$ cat src/rtl/ihdp_pkg.sv
// Shared types and constants for the image header dimension parser.
// No dependencies; every other file in rtl refers to this package by scoped name.
`timescale 1ns / 1ps

package ihdp_pkg;

    localparam int ScanLimit = 262144;
    localparam int CountW    = $clog2(ScanLimit + 1);

    localparam logic [1:0] FMT_NONE = 2'd0;
    localparam logic [1:0] FMT_PNG  = 2'd1;
    localparam logic [1:0] FMT_JPEG = 2'd2;

    typedef struct packed {
        logic [7:0] data_byte;
        logic       last_byte;
    } in_t;

    typedef struct packed {
        logic [1:0]  format;
        logic [30:0] width;
        logic [30:0] height;
    } out_t;

    typedef struct packed {
        logic              fire;
        logic              scan;
        logic              last;
        logic [7:0]        data;
        logic [CountW-1:0] pos;
    } step_t;

endpackage

$ cat src/rtl/ihdp_png.sv
// PNG signature and IHDR check with width and height capture.
// Depends on ihdp_pkg for the step request type.
`timescale 1ns / 1ps

module ihdp_png (
    input  logic                aclk,
    input  logic                aresetn,
    input  ihdp_pkg::step_t     step,
    output logic                png_ok,
    output logic [31:0]         png_width,
    output logic [31:0]         png_height
);

    localparam logic [7:0] PNG_SIG [8] = '{8'd137, 8'd80, 8'd78, 8'd71,
                                           8'd13, 8'd10, 8'd26, 8'd10};
    localparam logic [7:0] IHDR_TAG [4] = '{8'h49, 8'h48, 8'h44, 8'h52};

    localparam logic [ihdp_pkg::CountW-1:0] POS_SIG_END  = 8;
    localparam logic [ihdp_pkg::CountW-1:0] POS_TAG_LO   = 12;
    localparam logic [ihdp_pkg::CountW-1:0] POS_WIDTH_LO = 16;
    localparam logic [ihdp_pkg::CountW-1:0] POS_HEIGHT_LO = 20;
    localparam logic [ihdp_pkg::CountW-1:0] POS_END      = 24;

    logic        match_reg;
    logic        match_next;
    logic [31:0] width_reg;
    logic [31:0] width_next;
    logic [31:0] height_reg;
    logic [31:0] height_next;

    always_comb begin
        match_next  = match_reg;
        width_next  = width_reg;
        height_next = height_reg;
        if (step.scan) begin
            if (step.pos < POS_SIG_END) begin
                if (step.data != PNG_SIG[step.pos[2:0]]) begin
                    match_next = 1'b0;
                end
            end else if (step.pos >= POS_TAG_LO && step.pos < POS_WIDTH_LO) begin
                if (step.data != IHDR_TAG[step.pos[1:0]]) begin
                    match_next = 1'b0;
                end
            end else if (step.pos >= POS_WIDTH_LO && step.pos < POS_HEIGHT_LO) begin
                width_next = {width_reg[23:0], step.data};
            end else if (step.pos >= POS_HEIGHT_LO && step.pos < POS_END) begin
                height_next = {height_reg[23:0], step.data};
            end
        end
    end

    always_ff @(posedge aclk) begin
        if (!aresetn) begin
            match_reg  <= 1'b1;
            width_reg  <= '0;
            height_reg <= '0;
        end else if (step.fire) begin
            if (step.last) begin
                match_reg  <= 1'b1;
                width_reg  <= '0;
                height_reg <= '0;
            end else begin
                match_reg  <= match_next;
                width_reg  <= width_next;
                height_reg <= height_next;
            end
        end
    end

    assign png_ok = match_next
                    && (width_next != 32'd0) && !width_next[31]
                    && (height_next != 32'd0) && !height_next[31];
    assign png_width  = width_next;
    assign png_height = height_next;

endmodule

$ cat src/rtl/ihdp_jpeg.sv
// JPEG marker walker that captures the frame header height and width.
// Depends on ihdp_pkg for the step request type.
`timescale 1ns / 1ps

module ihdp_jpeg (
    input  logic                aclk,
    input  logic                aresetn,
    input  ihdp_pkg::step_t     step,
    output logic                jpeg_found,
    output logic [15:0]         jpeg_width,
    output logic [15:0]         jpeg_height
);

    localparam logic [2:0] PH_SOI0 = 3'd0;
    localparam logic [2:0] PH_SOI1 = 3'd1;
    localparam logic [2:0] PH_HUNT = 3'd2;
    localparam logic [2:0] PH_MARK = 3'd3;
    localparam logic [2:0] PH_LENH = 3'd4;
    localparam logic [2:0] PH_LENL = 3'd5;
    localparam logic [2:0] PH_BODY = 3'd6;

    localparam logic [1:0] OC_UNDECIDED = 2'd0;
    localparam logic [1:0] OC_FOUND     = 2'd1;
    localparam logic [1:0] OC_FAILED    = 2'd2;

    localparam logic [7:0] MK_PREFIX = 8'hFF;
    localparam logic [7:0] MK_STUFF  = 8'h00;
    localparam logic [7:0] MK_TEM    = 8'h01;
    localparam logic [7:0] MK_SOI    = 8'hD8;
    localparam logic [7:0] MK_EOI    = 8'hD9;
    localparam logic [7:0] MK_SOS    = 8'hDA;
    localparam logic [7:0] MK_RST_LO = 8'hD0;
    localparam logic [7:0] MK_RST_HI = 8'hD7;
    localparam logic [7:0] MK_SOF_LO = 8'hC0;
    localparam logic [7:0] MK_SOF_HI = 8'hC3;

    logic [2:0]  phase_reg,   phase_next;
    logic [15:0] left_reg,    left_next;
    logic [7:0]  lenhi_reg,   lenhi_next;
    logic        frame_reg,   frame_next;
    logic [15:0] width_reg,   width_next;
    logic [15:0] height_reg,  height_next;
    logic [1:0]  outcome_reg, outcome_next;
    logic [15:0] seg_len;
    logic [7:0]  b;

    assign b       = step.data;
    assign seg_len = {lenhi_reg, b};

    always_comb begin
        phase_next   = phase_reg;
        left_next    = left_reg;
        lenhi_next   = lenhi_reg;
        frame_next   = frame_reg;
        width_next   = width_reg;
        height_next  = height_reg;
        outcome_next = outcome_reg;
        if (step.scan && outcome_reg == OC_UNDECIDED) begin
            case (phase_reg)
                PH_SOI0: begin
                    if (b == MK_PREFIX) begin
                        phase_next = PH_SOI1;
                    end else begin
                        outcome_next = OC_FAILED;
                    end
                end
                PH_SOI1: begin
                    if (b == MK_SOI) begin
                        phase_next = PH_HUNT;
                    end else begin
                        outcome_next = OC_FAILED;
                    end
                end
                PH_HUNT: begin
                    if (b == MK_PREFIX) begin
                        phase_next = PH_MARK;
                    end
                end
                PH_MARK: begin
                    if (b == MK_STUFF || b == MK_SOI || b == MK_TEM
                            || (b >= MK_RST_LO && b <= MK_RST_HI)) begin
                        phase_next = PH_HUNT;
                    end else if (b == MK_EOI || b == MK_SOS) begin
                        outcome_next = OC_FAILED;
                    end else begin
                        frame_next = (b >= MK_SOF_LO) && (b <= MK_SOF_HI);
                        phase_next = PH_LENH;
                    end
                end
                PH_LENH: begin
                    lenhi_next = b;
                    phase_next = PH_LENL;
                end
                PH_LENL: begin
                    if (seg_len < 16'd2 || (frame_reg && seg_len < 16'd7)) begin
                        outcome_next = OC_FAILED;
                    end else begin
                        left_next  = seg_len - 16'd2;
                        lenhi_next = '0;
                        if (frame_reg) begin
                            width_next  = '0;
                            height_next = '0;
                        end
                        phase_next = (seg_len == 16'd2) ? PH_HUNT : PH_BODY;
                    end
                end
                PH_BODY: begin
                    if (frame_reg) begin
                        if (lenhi_reg == 8'd1 || lenhi_reg == 8'd2) begin
                            height_next = {height_reg[7:0], b};
                        end else if (lenhi_reg == 8'd3 || lenhi_reg == 8'd4) begin
                            width_next = {width_reg[7:0], b};
                        end
                    end
                    if (lenhi_reg != 8'hFF) begin
                        lenhi_next = lenhi_reg + 8'd1;
                    end
                    left_next = left_reg - 16'd1;
                    if (left_reg == 16'd1) begin
                        if (frame_reg) begin
                            outcome_next = (width_next != 16'd0 && height_next != 16'd0)
                                           ? OC_FOUND : OC_FAILED;
                        end else begin
                            phase_next = PH_HUNT;
                        end
                    end
                end
                default: begin
                    outcome_next = OC_FAILED;
                end
            endcase
        end
    end

    always_ff @(posedge aclk) begin
        if (!aresetn) begin
            phase_reg   <= PH_SOI0;
            left_reg    <= '0;
            lenhi_reg   <= '0;
            frame_reg   <= 1'b0;
            width_reg   <= '0;
            height_reg  <= '0;
            outcome_reg <= OC_UNDECIDED;
        end else if (step.fire) begin
            if (step.last) begin
                phase_reg   <= PH_SOI0;
                left_reg    <= '0;
                lenhi_reg   <= '0;
                frame_reg   <= 1'b0;
                width_reg   <= '0;
                height_reg  <= '0;
                outcome_reg <= OC_UNDECIDED;
            end else begin
                phase_reg   <= phase_next;
                left_reg    <= left_next;
                lenhi_reg   <= lenhi_next;
                frame_reg   <= frame_next;
                width_reg   <= width_next;
                height_reg  <= height_next;
                outcome_reg <= outcome_next;
            end
        end
    end

    assign jpeg_found  = (outcome_next == OC_FOUND);
    assign jpeg_width  = width_next;
    assign jpeg_height = height_next;

endmodule

$ cat src/rtl/image_header_dimension_parser_unit.sv
// Top level of the image header dimension parser: input register, PNG and JPEG
// checks, result selection and output register. Depends on ihdp_pkg, ihdp_png, ihdp_jpeg.
`timescale 1ns / 1ps

// Usage
// The s_ channel carries the bytes of a file in order, one request per byte, with
// last_byte set on the final byte. Only the first ScanLimit bytes are examined; later
// bytes are accepted and discarded, though their last_byte flag still ends the file.
// The m_ channel carries one result request per file, giving the format (none, PNG or
// JPEG) and the 31-bit width and height, which are zero when nothing was found.
// Throughput is one byte per cycle while no final byte is held back: the byte accepted
// into the input register is folded into both header checks on the next edge, so the
// input register is free again every cycle. The final byte passes the input register
// and its result the output register on the way to m_. While a result waits on m_ with
// m_ready low, bytes of the next file keep flowing; only a further final byte is held
// in the input register until the waiting result is taken, and s_ready drops behind it.
// After reset both channels are empty and the parser is at the start of a file; it
// returns to that state by itself after every final byte.

module image_header_dimension_parser_unit (
    input  logic             aclk,
    input  logic             aresetn,
    input  logic             s_valid,
    output logic             s_ready,
    input  ihdp_pkg::in_t    s_data,
    output logic             m_valid,
    input  logic             m_ready,
    output ihdp_pkg::out_t   m_data
);

    localparam logic [ihdp_pkg::CountW-1:0] SCAN_END = ihdp_pkg::CountW'(ihdp_pkg::ScanLimit);
    localparam logic [ihdp_pkg::CountW-1:0] PNG_MIN  = 24;
    localparam logic [ihdp_pkg::CountW-1:0] JPEG_MIN = 4;

    logic                        in_valid_reg;
    ihdp_pkg::in_t               in_data_reg;
    logic [ihdp_pkg::CountW-1:0] count_reg;
    logic [ihdp_pkg::CountW-1:0] count_next;
    logic                        m_valid_reg;
    ihdp_pkg::out_t              m_data_reg;
    ihdp_pkg::out_t              result;
    ihdp_pkg::step_t             step;
    logic                        fire;
    logic                        png_ok;
    logic [31:0]                 png_width;
    logic [31:0]                 png_height;
    logic                        jpeg_found;
    logic [15:0]                 jpeg_width;
    logic [15:0]                 jpeg_height;

    assign fire    = in_valid_reg && (!in_data_reg.last_byte || !m_valid_reg || m_ready);
    assign s_ready = !in_valid_reg || fire;

    assign step.fire = fire;
    assign step.scan = (count_reg < SCAN_END);
    assign step.last = in_data_reg.last_byte;
    assign step.data = in_data_reg.data_byte;
    assign step.pos  = count_reg;

    assign count_next = step.scan ? count_reg + 1'b1 : count_reg;

    ihdp_png u_png (
        .aclk       (aclk),
        .aresetn    (aresetn),
        .step       (step),
        .png_ok     (png_ok),
        .png_width  (png_width),
        .png_height (png_height)
    );

    ihdp_jpeg u_jpeg (
        .aclk        (aclk),
        .aresetn     (aresetn),
        .step        (step),
        .jpeg_found  (jpeg_found),
        .jpeg_width  (jpeg_width),
        .jpeg_height (jpeg_height)
    );

    always_comb begin
        result = '0;
        if (png_ok && count_next >= PNG_MIN) begin
            result.format = ihdp_pkg::FMT_PNG;
            result.width  = png_width[30:0];
            result.height = png_height[30:0];
        end else if (jpeg_found && count_next >= JPEG_MIN) begin
            result.format = ihdp_pkg::FMT_JPEG;
            result.width  = {15'd0, jpeg_width};
            result.height = {15'd0, jpeg_height};
        end else begin
            result.format = ihdp_pkg::FMT_NONE;
        end
    end

    always_ff @(posedge aclk) begin
        if (!aresetn) begin
            in_valid_reg <= 1'b0;
            count_reg    <= '0;
            m_valid_reg  <= 1'b0;
        end else begin
            if (s_valid && s_ready) begin
                in_valid_reg <= 1'b1;
            end else if (fire) begin
                in_valid_reg <= 1'b0;
            end
            if (fire) begin
                count_reg <= in_data_reg.last_byte ? '0 : count_next;
            end
            if (fire && in_data_reg.last_byte) begin
                m_valid_reg <= 1'b1;
            end else if (m_ready) begin
                m_valid_reg <= 1'b0;
            end
        end
    end

    always_ff @(posedge aclk) begin
        if (s_valid && s_ready) begin
            in_data_reg <= s_data;
        end
        if (fire && in_data_reg.last_byte) begin
            m_data_reg <= result;
        end
    end

    assign m_valid = m_valid_reg;
    assign m_data  = m_data_reg;

endmodule

$ cat config.mk
export PLATFORM = sky130hd
export DESIGN_NAME = image_header_dimension_parser_unit
export DESIGN_NICKNAME = d
export VERILOG_FILES = /design/src/rtl/ihdp_pkg.sv /design/src/rtl/ihdp_png.sv /design/src/rtl/ihdp_jpeg.sv /design/src/rtl/image_header_dimension_parser_unit.sv
export SDC_FILE = /design/constraint.sdc
export NUM_CORES = 1
export LEC_CHECK = 0
export ABC_AREA = 1
export CORE_MARGIN = 5
export CORE_UTILIZATION = 30
export DETAILED_ROUTE_END_ITERATION = 8
export DONT_BUFFER_PORTS = 1
export PLACE_DENSITY = 0.46
export RECOVER_POWER = 25
export SYNTH_ARGS = -nofsm -noshare
export SYNTH_HDL_FRONTEND = slang
export SYNTH_SLANG_ARGS = --single-unit
$ cat constraint.sdc
create_clock -name aclk -period 7.1 [get_ports aclk]
set_input_delay 1.42 -clock aclk [delete_from_list [all_inputs] [get_ports aclk]]
set_output_delay 1.42 -clock aclk [all_outputs]
set_load 0.03 [all_outputs]
# ---- After elaboration in Yosys (flattened, before gate mapping)
# Memory sizes are Yosys's and may differ from the RTL's.
# Index checks and enable logic that the tools add are counted.
dict set report word_totals {
  reg_bits 221
  in_bits 13
  n_memories 1
  out_inout_bits 66
  rom_bits 64
  word_cells 212
}
dict set report op_classes {
  magnitude_cmp 18
  addsub 4
  n_mux 87
  n_bitwise 2
  reduce_logical 51
  n_eq_ne 31
}
# memory words width rd rd_ports_with_merged_regs wr line
set mem_list {}
lappend mem_list {{(name not given)} 8 8 1 0 0 ihdp_png.sv:37} ;# if (step.data != PNG_SIG[step.pos[2:0]]) begin
# operator n
set ops {}
lappend ops {{two-way mux 32 bit} 11}
lappend ops {{two-way mux 16 bit} 20}
lappend ops {{one-hot mux 16 bit (2 select lines)} 3}
lappend ops {{two-way mux 8 bit} 8}
lappend ops {{nonzero test 32 bit} 2}
lappend ops {{two-way mux 62 bit} 1}
lappend ops {{greater-or-equal comparator 19 x 5 -> 1 bit, second input constant} 3}
lappend ops {{< comparator 19 x 5 -> 1 bit, second input constant} 3}
lappend ops {{two-way mux 47 bit} 1}
lappend ops {{two-way mux 19 bit} 2}
lappend ops {{two-way mux 3 bit} 11}
lappend ops {{equality test 8 bit, second input constant} 4}
lappend ops {{nonzero test 16 bit} 2}
lappend ops {{one-hot mux 8 bit (3 select lines)} 1}
lappend ops {{two-way mux 2 bit} 11}
lappend ops {{one-hot mux 3 bit (7 select lines)} 1}
lappend ops {{adder 19 x 1 -> 19 bit, second input constant} 1}
lappend ops {{greater-or-equal comparator 19 x 3 -> 1 bit, second input constant} 1}
lappend ops {{greater-or-equal comparator 19 x 4 -> 1 bit, second input constant} 1}
lappend ops {{< comparator 19 bit, second input constant} 1}
lappend ops {{< comparator 19 x 4 -> 1 bit, second input constant} 1}
lappend ops {{logical AND 1 bit} 17}
lappend ops {{binary-select mux 8 bit (select 2 bit)} 1}
lappend ops {{equality test 16 x 1 -> 1 bit, second input constant} 1}
lappend ops {{other kinds (40)} 85}

# ---- Depth between registers and ports, before layout
# Gate-level depths: netlist of the first run.
dict set report depth {
  word_depth 18
  mapped_depth 21
  ltp_nobuf 19
}

# ---- By module
# From an unflattened synthesis of the first run, not the netlist that was laid out.
dict set report unflattened {
  hier_cells 2043
  hier_area_um2 13561.8
}
# mod n_inst seq_area_each_um2 area_each_um2 cells_each
set modules_own_cells {}
lappend modules_own_cells {ihdp_jpeg 1 1241.2 4897.2 818}
lappend modules_own_cells {image_header_dimension_parser_unit 1 2612.5 4463.0 505}
lappend modules_own_cells {ihdp_png 1 1301.2 4201.5 720}

# ---- Worst setup path before layout of the first run
# OpenSTA, ideal clock, no wires.
dict set report synth_timing {
  path_type {in2reg}
  startpoint {input port m_ready}
  endpoint {register m_data_reg, in the netlist m_data[0] (enable)}
  required_ps 6682
  path_buffers 0
  t_arrival_ps 3156
  cell_stages 4
  setup_ps 418
  slack_ps 3526
  path_cell_list {nor2_1 a21oi_1 nand2_1 inv_1}
}
dict set report synth_via {
  elab_chain_cells 3
}
# element line
set synth_lines {}
lappend synth_lines {{from (decl)} image_header_dimension_parser_unit.sv:27} ;# input logic m_ready,
lappend synth_lines {{logical OR 1 bit} image_header_dimension_parser_unit.sv:51} ;# assign fire = in_valid_reg && (!in_data_reg.last_byte || !m_valid_reg || m_ready);
lappend synth_lines {{logical AND 1 bit} image_header_dimension_parser_unit.sv:51}
lappend synth_lines {{logical AND 1 bit} image_header_dimension_parser_unit.sv:121} ;# if (fire && in_data_reg.last_byte) begin
lappend synth_lines {{to (signal assigned)} image_header_dimension_parser_unit.sv:122} ;# m_data_reg <= result;
lappend synth_lines {{to (decl)} image_header_dimension_parser_unit.sv:40} ;# ihdp_pkg::out_t m_data_reg;
# Every way passes these cells.
# A chain may end at the register's enable or synchronous reset.

# ---- Worst setup path in the final report of the first run
dict set report layout_timing {
  startpoint {register in_data_reg[0] in the netlist's numbering}
  endpoint {register count_reg[0] in the netlist's numbering}
}
dict set report layout_via {
  elab_chain_cells 4
  elab_cells_between_ends 5
  cone_classes {mux (1); reduce/logical (4)}
}
# element line
set layout_lines {}
lappend layout_lines {{from (decl)} image_header_dimension_parser_unit.sv:36} ;# ihdp_pkg::in_t in_data_reg;
lappend layout_lines {{from (signal assigned)} image_header_dimension_parser_unit.sv:119} ;# in_data_reg <= s_data;
lappend layout_lines {{logical NOT 1 bit} image_header_dimension_parser_unit.sv:51}
lappend layout_lines {{logical OR 1 bit (2 in series)} image_header_dimension_parser_unit.sv:51}
lappend layout_lines {{logical AND 1 bit} image_header_dimension_parser_unit.sv:51}
lappend layout_lines {{to (signal assigned)} image_header_dimension_parser_unit.sv:107} ;# count_reg <= in_data_reg.last_byte ? '0 : count_next;
lappend layout_lines {{to (decl)} image_header_dimension_parser_unit.sv:37} ;# logic [ihdp_pkg::CountW-1:0] count_reg;
# Parallel ways exist; a longest one is shown, timed or not.

==> out/metrics.cfg, run 1 <==
[run_status]
status = finished with violations
violations = capacitance limit, slew limit

[worst_setup_path]
cp.required_ns = 7.58
r2r-end = count_reg[0]$_SDFFE_PN0P_
path_buf_inv = 2
worstPathArrival_ns = 5.30
cp-end-kind = register
reg2reg_slack_ns = 2.28
crit-reg2reg-launch = in_data_reg[0]$_DFFE_PP_
critPathMaxStageDelay_ns = 1.91
path_cells = nor2_4 -> clkbuf_1 -> clkinv_1 -> or2_2 -> a21oi_1
worst-setup-path-type = reg2reg
r2r_cells = 5
crit_slowest_cell = clkbuf_1
crit_family = buffers and inverters
start_kind = register
cp_max_fo = 52

[sta]
hold_viol_final = 0
fin_skew_ns = 0.0161
tightest_slew_ns = 2.72
slew_viol_final = 53
finalCriticalPeriod_ns = 4.82
slew_headroom = -0.814
max_freq_mhz = 207
finalSetupViolations = 0
timing.final.ws_setup_ns = 2.28
grt_setup_unrepaired = no
period_share = 0.679
finalSetupTns_ns = 0

[global_route]
gr-total-overflow = 0
grt_pass1_vias = 11400
antenna_found_initial = 4
grt_pass1_wl_microns = 64700
grt_max_degree = 84
gr-usage-all-layers = 0.171

[cts]
htree_levels = 1
cts_sinks = 221
cts_root_buf = clkbuf_16
post-cts-setup-buffers = 0
clk-insertion-delay-late_ns = 0.57
cts_resized = 0
tritoncts = yes
clk_pin_slew_worst_paths_ns = 0.06
cts_buffers = 28
postCtsHoldBufs = 0
cts_buffer_depth = 3

[final_layout]
drive_gt1_frac = 0.0472
areaGrowthSynthToFinish_pct = 9.79
layout.cells.non_filler = 2362
largest_register_ffs = 64
fillers = 4493
fin_nets = 1827
final_util = 0.331

[detailed_routing]
antenna_left = 0
drc = 0
first_pass_iters = 5
vias = 11800
drtIter0Drc = 915
drt-vias-per-instance = 5.01
totalWireLength_microns = 40600
wl_per_cell_microns = 17.2

[synth]
ys_ff_latch = 221
yosysSeqAreaShare = 0.409
avgSynthCellArea_sq_um = 6.80
synthesis.area_sq_mm = 0.0126
yosysWarnings = 0
yosysUniqueCellTypes = 42
synth_top_area_frac = 0.235
syn_nets = 1881
synth.largest_area_cell = dfxtp_1
synthCells = 1854
yosys-top-cells-area = dfxtp_1 24%, nand2_1 18%, edfxtp_1 17%

[worst_hold_path]
hold_depth = 2
hold_start = u_png.height_reg[30]$_SDFFE_PN0P_
whs_endpoint = u_png.height_reg[30]$_SDFFE_PN0P_
hold_class = reg2reg

[floorplan]
die_h_microns = 215
rows = 75
pin_count = 79
die-width_microns = 215
initial_core_util = 0.302
die_area_sq_mm = 0.0462
core-area_sq_mm = 0.0418

[job]
drv_cap = 1

[pwr]
p_leak_nw = 5.40
power_density_mw_per_mm2 = 216
ir_worst_vdd_v = 0.000135
power_w = 0.00299

[placed_design]
dp_hpwl_microns = 27700
gp_congestion = 0.829
pre_cts_slack_ns = 2.79
place_inst = 2309
port_buffers = 0

per-stage QoR:
step | hold WS [ns] | area (sq um)
global route | 0.480 | 13800
detailed placement | 0.456 | 13000
global placement | 0.449 | 13000
floorplan | 0.439 | 12600
finish | 0.463 | 13800
CTS | 0.464 | 13800
metal layers:
layer,part of all wire,routed length (microns),GRT usage
met1,0.47,19100,0.238
met2,0.45,18300,0.276
met3,0.055,2240,0.0267
met4,0.023,939,0.0472
met5,0.00057,23,0
final cells by class:
class | instances | area (sq um) | area share
well taps | 539 | 674 | 0.0488
repair buffers | 13 | 90.1 | 0.00651
flip-flops and latches | 221 | 5150 | 0.373
clock buffers | 31 | 712 | 0.0515
diodes | 1 | 2.50 | 0.000181
multi-input cells | 1333 | 6260 | 0.453
clock inverters | 21 | 170 | 0.0123
inverters | 203 | 766 | 0.0554
worst max path at each step:
stage	startpoint	to	slack, ns	depth (start not counted)
after floorplan	m_ready	m_data[0]$_DFFE_PP_	3.53	4
after global placement	count_reg[18]$_SDFFE_PN0P_	m_data[14]$_DFFE_PP_	2.75	16
after detailed placement	count_reg[18]$_SDFFE_PN0P_	m_data[37]$_DFFE_PP_	2.79	16
after CTS	count_reg[18]$_SDFFE_PN0P_	m_data[37]$_DFFE_PP_	2.74	16
after global routing	in_data_reg[0]$_DFFE_PP_	count_reg[0]$_SDFFE_PN0P_	1.85	5
final	in_data_reg[0]$_DFFE_PP_	count_reg[0]$_SDFFE_PN0P_	2.28	5
report_power, final:
part / switching, W / internal, W
Sequential: 0.0000500 / 0.00133
Clock: 0.000589 / 0.000795
Combinational: 0.000170 / 0.0000545
logic make-up after synthesis:
| group | count (synthesis) | synth area share |
|---|---|---|
| AOI/OAI and AO/OA | 318 | 0.146 |
| xor gates and xnor gates | 14 | 0.00973 |
| adders and majority gates | 14 | 0.0139 |
| buffers and inverters | 300 | 0.0954 |
| DFF | 221 | 0.409 |
| and+or+nand+nor | 987 | 0.325 |
placed cells by master, fill, tap and decap left out, drive strengths merged, types with 6 or more instances in the layout:
master	n
clkinv	23
xor2	11
o211ai	8
inv	197
nand2	599
buf	11
clkbuf	33
edfxtp	73
a32o	32
dfxtp	148
o22ai	14
a31oi	6
nor3	16
nor2	187
a211oi	10
o21ai	100
ha	14
nand3	145
a21oi	142
nand4	31
worst min-delay path, stage by stage (launching register included):
cell and delay, ns:
dfxtp_1 0.31, nand2_1 0.06, a21oi_1 0.05
cells in the mapped netlist:
cell       instances
xnor2_1            3
nor2_2             8
o311ai_0           1
nand3_1          141
nand2_1          598
a21oi_1          142
o211ai_1           8
clkinv_1           5
nand3_4            1
o22ai_1           14
nand2_2            1
a31oi_1            6
and2_1             3
inv_2              4
nand3b_1           1
buf_4              7
nand4_1           29
buf_6              3
nor2_1           177
o2111a_1           1
inv_1            194
dfxtp_1          148
nand4_2            2
nor2_4             2
clkbuf_1          58
a211oi_1          10
or2_2              3
nor4_1             2
xor2_1            11
o31ai_1            2
buf_1              7
o21ai_1           38
ha_1              14
o2111ai_1          1
nand3_2            3
nor3_1            13
buf_2             22
edfxtp_1          73
a32o_1            32
nor3_2             3
o221ai_1           1
o21ai_0           62
Power figures use the tool's default switching activity.
==> run 2: changes to the inputs <==
==> constraint.sdc (replaced) <==
create_clock -name aclk -period 5 [get_ports aclk]
set_input_delay 1 -clock aclk [delete_from_list [all_inputs] [get_ports aclk]]
set_output_delay 1 -clock aclk [all_outputs]
set_load 0.03 [all_outputs]
==> run 2 against run 1 <==
The run still ends with capacitance limit, slew limit left; sequential share of layout area fell by 0.43 points; design area rose by 1.2%; die area did not move; flip-flop and latch count did not move; combinational power rose by 45%; critical path depth did not move; clock-buffer cell count rose by 2; via count barely moved; non-clock buffer count rose by 9; global-route usage rose by 0.077 points; largest power group is now clock.
==> out/metrics.cfg, run 2 (synthesis gave the netlist of run 1 again) <==
[placed_design]
place_inst = 2318  ; +0.39%
gp_congestion = 0.841  ; +1.4%
port_buffers = 0  ; unchanged
dp_hpwl_microns = 28300  ; +2.1%

[sta]
grt_setup_unrepaired = no
finalCriticalPeriod_ns = 4.29  ; -0.532 ns
max_freq_mhz = 233  ; +12%
slew_headroom = -0.432  ; +0.382
hold_viol_final = 0  ; unchanged
fin_skew_ns = 0.0308  ; +0.0147 ns
finalSetupViolations = 0  ; unchanged
slew_viol_final = 85  ; +60%
tightest_slew_ns = 2.15  ; -0.573 ns
period_share = 0.858  ; +0.179
finalSetupTns_ns = 0  ; unchanged

[detailed_routing]
antenna_left = 0  ; unchanged
totalWireLength_microns = 41200  ; +1.5%
vias = 11800  ; +0.093%
drc = 0  ; unchanged
first_pass_iters = 5  ; unchanged
wl_per_cell_microns = 17.4  ; +1.1%
drt-vias-per-instance = 5.00  ; -0.24%
drtIter0Drc = 968  ; +5.8%

[job]
drv_cap = 2  ; +1

[cts]
cts_resized = 0  ; unchanged
tritoncts = yes
htree_levels = 1  ; unchanged
cts_buffer_depth = 3  ; unchanged
cts_buffers = 28  ; unchanged
cts_root_buf = clkbuf_16
post-cts-setup-buffers = 0  ; unchanged
postCtsHoldBufs = 0  ; unchanged
clk-insertion-delay-late_ns = 0.57  ; about the same
clk_pin_slew_worst_paths_ns = 0.06  ; about the same
cts_sinks = 221  ; unchanged

[worst_setup_path]
worst-setup-path-type = reg2reg
cp.required_ns = 5.48  ; -2.10 ns
worstPathArrival_ns = 4.77  ; -0.53 ns
critPathLaunch = in_data_reg[0]$_DFFE_PP_
crit-reg2reg-launch = in_data_reg[0]$_DFFE_PP_
start_kind = register
cp_max_fo = 41  ; -21%
cp-end-kind = register

[floorplan]
die_area_sq_mm = 0.0462  ; unchanged
rows = 75  ; unchanged
core-area_sq_mm = 0.0418  ; unchanged
initial_core_util = 0.302  ; unchanged
pin_count = 79  ; unchanged
die-width_microns = 215  ; unchanged
die_h_microns = 215  ; unchanged

[final_layout]
largest_register_ffs = 64  ; unchanged
layout_common_cells = 598 x nand2_1, 193 x inv_1, 175 x nor2_1, 148 x dfxtp_1, 142 x a21oi_1
final-seq-area_sq_mm = 0.00515  ; unchanged
final_util = 0.335  ; +0.00387
areaGrowthSynthToFinish_pct = 11.1
drive_gt1_frac = 0.0541  ; +0.00687
antenna_cells = 0  ; -1
fillers = 4465  ; -0.62%
final_common_cell = nand2_1
layout.cells.non_filler = 2370  ; +0.34%
fin_nets = 1836  ; +0.49%
multi_input_area_sq_mm = 0.00626  ; unchanged

[worst_hold_path]
hold_start = u_png.width_reg[27]$_SDFFE_PN0P_
hold_class = reg2reg

[global_route]
grt.busiest_layer = met2
gr-total-overflow = 0  ; unchanged
grt_util_met2 = 0.278  ; +0.00233
gr-usage-all-layers = 0.171  ; +0.000774
antenna_found_initial = 1  ; -3
grt_max_degree = 66  ; -21%
use_met1 = 0.240  ; +0.00219
grt_pass1_wl_microns = 64300  ; -0.64%
grt_use_met3 = 0.0259  ; -0.000844
grt_pass1_vias = 11200  ; -1.8%

[pwr]
p_leak_nw = 5.48  ; +1.5%
ir_worst_vdd_v = 0.000201  ; +49%
power_density_mw_per_mm2 = 316  ; +46%

[run_status]
status = finished with violations
violations = capacitance limit, slew limit

## run 2: changes by cell type in the layout (fill, tap and decap cells not counted), sizes merged
cell / before / now
bufinv: 2 / 4
diode: 1 / 0
clkinv: 23 / 17
clkbuf: 33 / 35
clkinvlp: 2 / 4
buf: 11 / 20
## run 2: worst paths after layout
check	to	slack [ns]	depth (start not counted)
max	count_reg[0]$_SDFFE_PN0P_	0.71	5
min	u_png.width_reg[27]$_SDFFE_PN0P_	0.47	2
max reg2reg	count_reg[0]$_SDFFE_PN0P_	0.71	5
min reg2reg	u_png.width_reg[27]$_SDFFE_PN0P_	0.47	2
## run 2: layer usage
layer  wire length, microns  up-vias
met5                     10        -
met4                    842        2
met2                  18800      320
li1                       -     5992
met1                  19100     5481
met3                   2420       54
## run 2: stage by stage
step	hold WS, ns	total power [W]	setup slack, ns	instance area [sq um]
3_3_place_gp	0.451	0.00232	0.978	13000
3_5_place_dp	0.456	0.00232	0.999	13000
6_report	0.465	0.00442	0.710	14000
4_1_cts	0.466	0.00448	0.965	14000
5_1_grt	0.481	0.00459	0.374	14000
2_1_floorplan	0.439	0.00221	1.85	12600
## run 2: worst max-delay path: stages (launching register included)
cell      delay, ns
edfxtp_1       0.59
nor2_4         0.16
clkbuf_1       1.53
clkinv_1       1.17
or2_2          0.58
a21oi_1        0.14
## run 2: area by class of cell
cell class,instances,share of cell area
flip-flops and latches,221,0.368
multi-input cells,1333,0.448
clock inverters,19,0.0148
repair buffers,22,0.0113
well taps,539,0.0482
clock buffers,33,0.0551
inverters,203,0.0547
## run 2: power by group
part | total, W | switching, W | internal, W
Sequential | 0.00196 | 0.0000705 | 0.00189
Combinational | 0.000326 | 0.000246 | 0.0000803
Clock | 0.00214 | 0.000837 | 0.00130
Total | 0.00442 | 0.00115 | 0.00327
==> run 3: changes to the inputs <==
--- a/config.mk
+++ b/config.mk
@@ -8,6 +8,7 @@
 export ABC_AREA = 1
 export CORE_MARGIN = 5
 export CORE_UTILIZATION = 30
+export CTS_BUF_LIST = sky130_fd_sc_hd__clkbuf_4
 export DETAILED_ROUTE_END_ITERATION = 8
 export DONT_BUFFER_PORTS = 1
 export PLACE_DENSITY = 0.46
==> run 3 against run 2 <==
Non-clock buffer count unchanged; utilization down 0.31 points; critical endpoint unchanged; critical path type unchanged; the run still ends with capacitance limit, slew limit left; clock skew grew 0.034 ns; design area down 0.91%; critical path depth unchanged.
==> out/metrics.cfg, run 3 (synthesis gave the netlist of run 1 again) <==
[run_status]
status = finished with violations
violations = capacitance limit, slew limit

[global_route]
gr-usage-all-layers = 0.175  ; +0.00362
antenna_found_initial = 2  ; +1
grt_pass1_vias = 11400  ; +2.6%
grt_pass1_wl_microns = 64700  ; +0.64%
gr-total-overflow = 0  ; unchanged
grt_max_degree = 66  ; unchanged

[cts]
postCtsHoldBufs = 0  ; unchanged
cts_buffer_depth = 3  ; unchanged
htree_levels = 3  ; +2
cts_buffers = 66  ; +140%
cts_resized = 0  ; unchanged
clk-insertion-delay-late_ns = 0.76  ; +0.19 ns
tritoncts = yes
clk_pin_slew_worst_paths_ns = 0.07  ; about the same
cts_root_buf = clkbuf_4
post-cts-setup-buffers = 0  ; unchanged
cts_sinks = 221  ; unchanged

[sta]
finalCriticalPeriod_ns = 4.31  ; +0.0189 ns
hold_viol_final = 0  ; unchanged
finalSetupTns_ns = 0  ; unchanged
fin_hold_ws_ns = 0.371  ; -0.0945 ns
tightest_slew_ns = 2.20  ; +0.0482 ns
grt_setup_unrepaired = no
fin_skew_ns = 0.0646  ; +0.0339 ns
period_share = 0.862  ; +0.00378
finalSetupViolations = 0  ; unchanged
slew_viol_final = 85  ; unchanged
slew_headroom = -0.464  ; -0.0322
max_freq_mhz = 232  ; -0.44%

[final_layout]
layout_common_cells = 598 x nand2_1, 193 x inv_1, 175 x nor2_1, 148 x dfxtp_1, 142 x a21oi_1
drive_gt1_frac = 0.0812  ; +0.0272
areaGrowthSynthToFinish_pct = 10.1
final_common_cell = nand2_1
final-seq-area_sq_mm = 0.00515  ; unchanged
multi_input_area_sq_mm = 0.00626  ; unchanged
fillers = 4574  ; +2.4%
fin_nets = 1874  ; +2.1%
largest_register_ffs = 64  ; unchanged
final_util = 0.332  ; -0.00306

[job]
drv_cap = 2  ; unchanged

[worst_setup_path]
path_buf_inv = 2  ; unchanged
cp-end-kind = register
crit_slowest_cell = clkbuf_1
cp.depth = 5  ; unchanged
worst-setup-path-type = reg2reg
worstPathArrival_ns = 4.99  ; +0.22 ns
r2r_cells = 5  ; unchanged
path_cells = nor2_4 -> clkbuf_1 -> clkinv_1 -> or2_2 -> a21oi_1
cp.required_ns = 5.68  ; +0.20 ns
start_kind = register
crit_family = buffers and inverters
critPathMaxStageDelay_ns = 1.57  ; +0.04 ns
cp_max_fo = 41  ; unchanged

[worst_hold_path]
hold_class = in2reg
hold_depth = 0  ; -2

[floorplan]
initial_core_util = 0.302  ; unchanged
rows = 75  ; unchanged
core-area_sq_mm = 0.0418  ; unchanged
die-width_microns = 215  ; unchanged
die_area_sq_mm = 0.0462  ; unchanged
die_h_microns = 215  ; unchanged
pin_count = 79  ; unchanged

[detailed_routing]
totalWireLength_microns = 41600  ; +0.98%
first_pass_iters = 5  ; unchanged
drt-vias-per-instance = 4.97  ; -0.53%
antenna_left = 0  ; unchanged
drc = 0  ; unchanged
drtIter0Drc = 948  ; -2.1%
vias = 12100  ; +2.2%
wl_per_cell_microns = 17.1  ; -1.8%

[pwr]
power_density_mw_per_mm2 = 295  ; -6.6%
ir_worst_vdd_v = 0.0000937  ; -53%
p_leak_nw = 5.51  ; +0.57%
power_w = 0.00409  ; -7.5%

[placed_design]
port_buffers = 0  ; unchanged
gp_congestion = 0.841  ; unchanged
dp_hpwl_microns = 28300  ; unchanged

run 3: cell count changes in the layout (fill, tap and decap cells not counted), moves of 3 or more:
cell,before,now
clkbuf_4,0,91
clkbuf_16,29,0
clkinv_1,7,18
clkbuf_8,3,0
run 3: metal layers:
| metal | up-vias | wire, microns | part of all wire | GRT usage |
|---|---|---|---|---|
| li1 | 6099 | - | - | - |
| met1 | 5577 | 19200 | 0.46 | 0.236 |
| met2 | 382 | 18900 | 0.45 | 0.276 |
| met3 | 55 | 2650 | 0.064 | 0.0404 |
| met4 | 2 | 894 | 0.021 | 0.0636 |
| met5 | - | 7 | 0.00017 | 0 |
run 3: worst paths after layout:
path	startpoint	to	slack, ns
worst max-delay path	in_data_reg[0]$_DFFE_PP_	count_reg[0]$_SDFFE_PN0P_	0.69
worst min register to register	u_png.width_reg[26]$_SDFFE_PN0P_	u_png.width_reg[26]$_SDFFE_PN0P_	0.46
worst max register to register	in_data_reg[0]$_DFFE_PP_	count_reg[0]$_SDFFE_PN0P_	0.69
worst min-delay path	s_data[2]	in_data_reg[2]$_DFFE_PP_	0.37
run 3: cell type report:
type                       instances  share of cell area
clock inverter                    26              0.0119
tap                              539              0.0486
multi-input combinational       1333               0.452
timing repair buffer              22              0.0114
sequential                       221               0.372
inverter                         203              0.0552
antenna                            1            0.000180
clock buffer                      91              0.0493
run 3: where the power goes:
| group | switching [W] | internal, W | total [W] |
|---|---|---|---|
| registers | 0.0000702 | 0.00189 | 0.00196 |
| clock network | 0.000857 | 0.000953 | 0.00181 |
| logic | 0.000246 | 0.0000803 | 0.000326 |
run 3: per-stage QoR:
step / setup WS (ns) / cells / cell area [sq um]
after floorplan: 1.85 / 1854 / 12600
after detailed placement: 0.999 / 2318 / 13000
after CTS: 0.913 / 2435 / 13900
after global placement: 0.978 / 2318 / 13000
final: 0.691 / 2436 / 13900
after global routing: 0.405 / 2436 / 13900
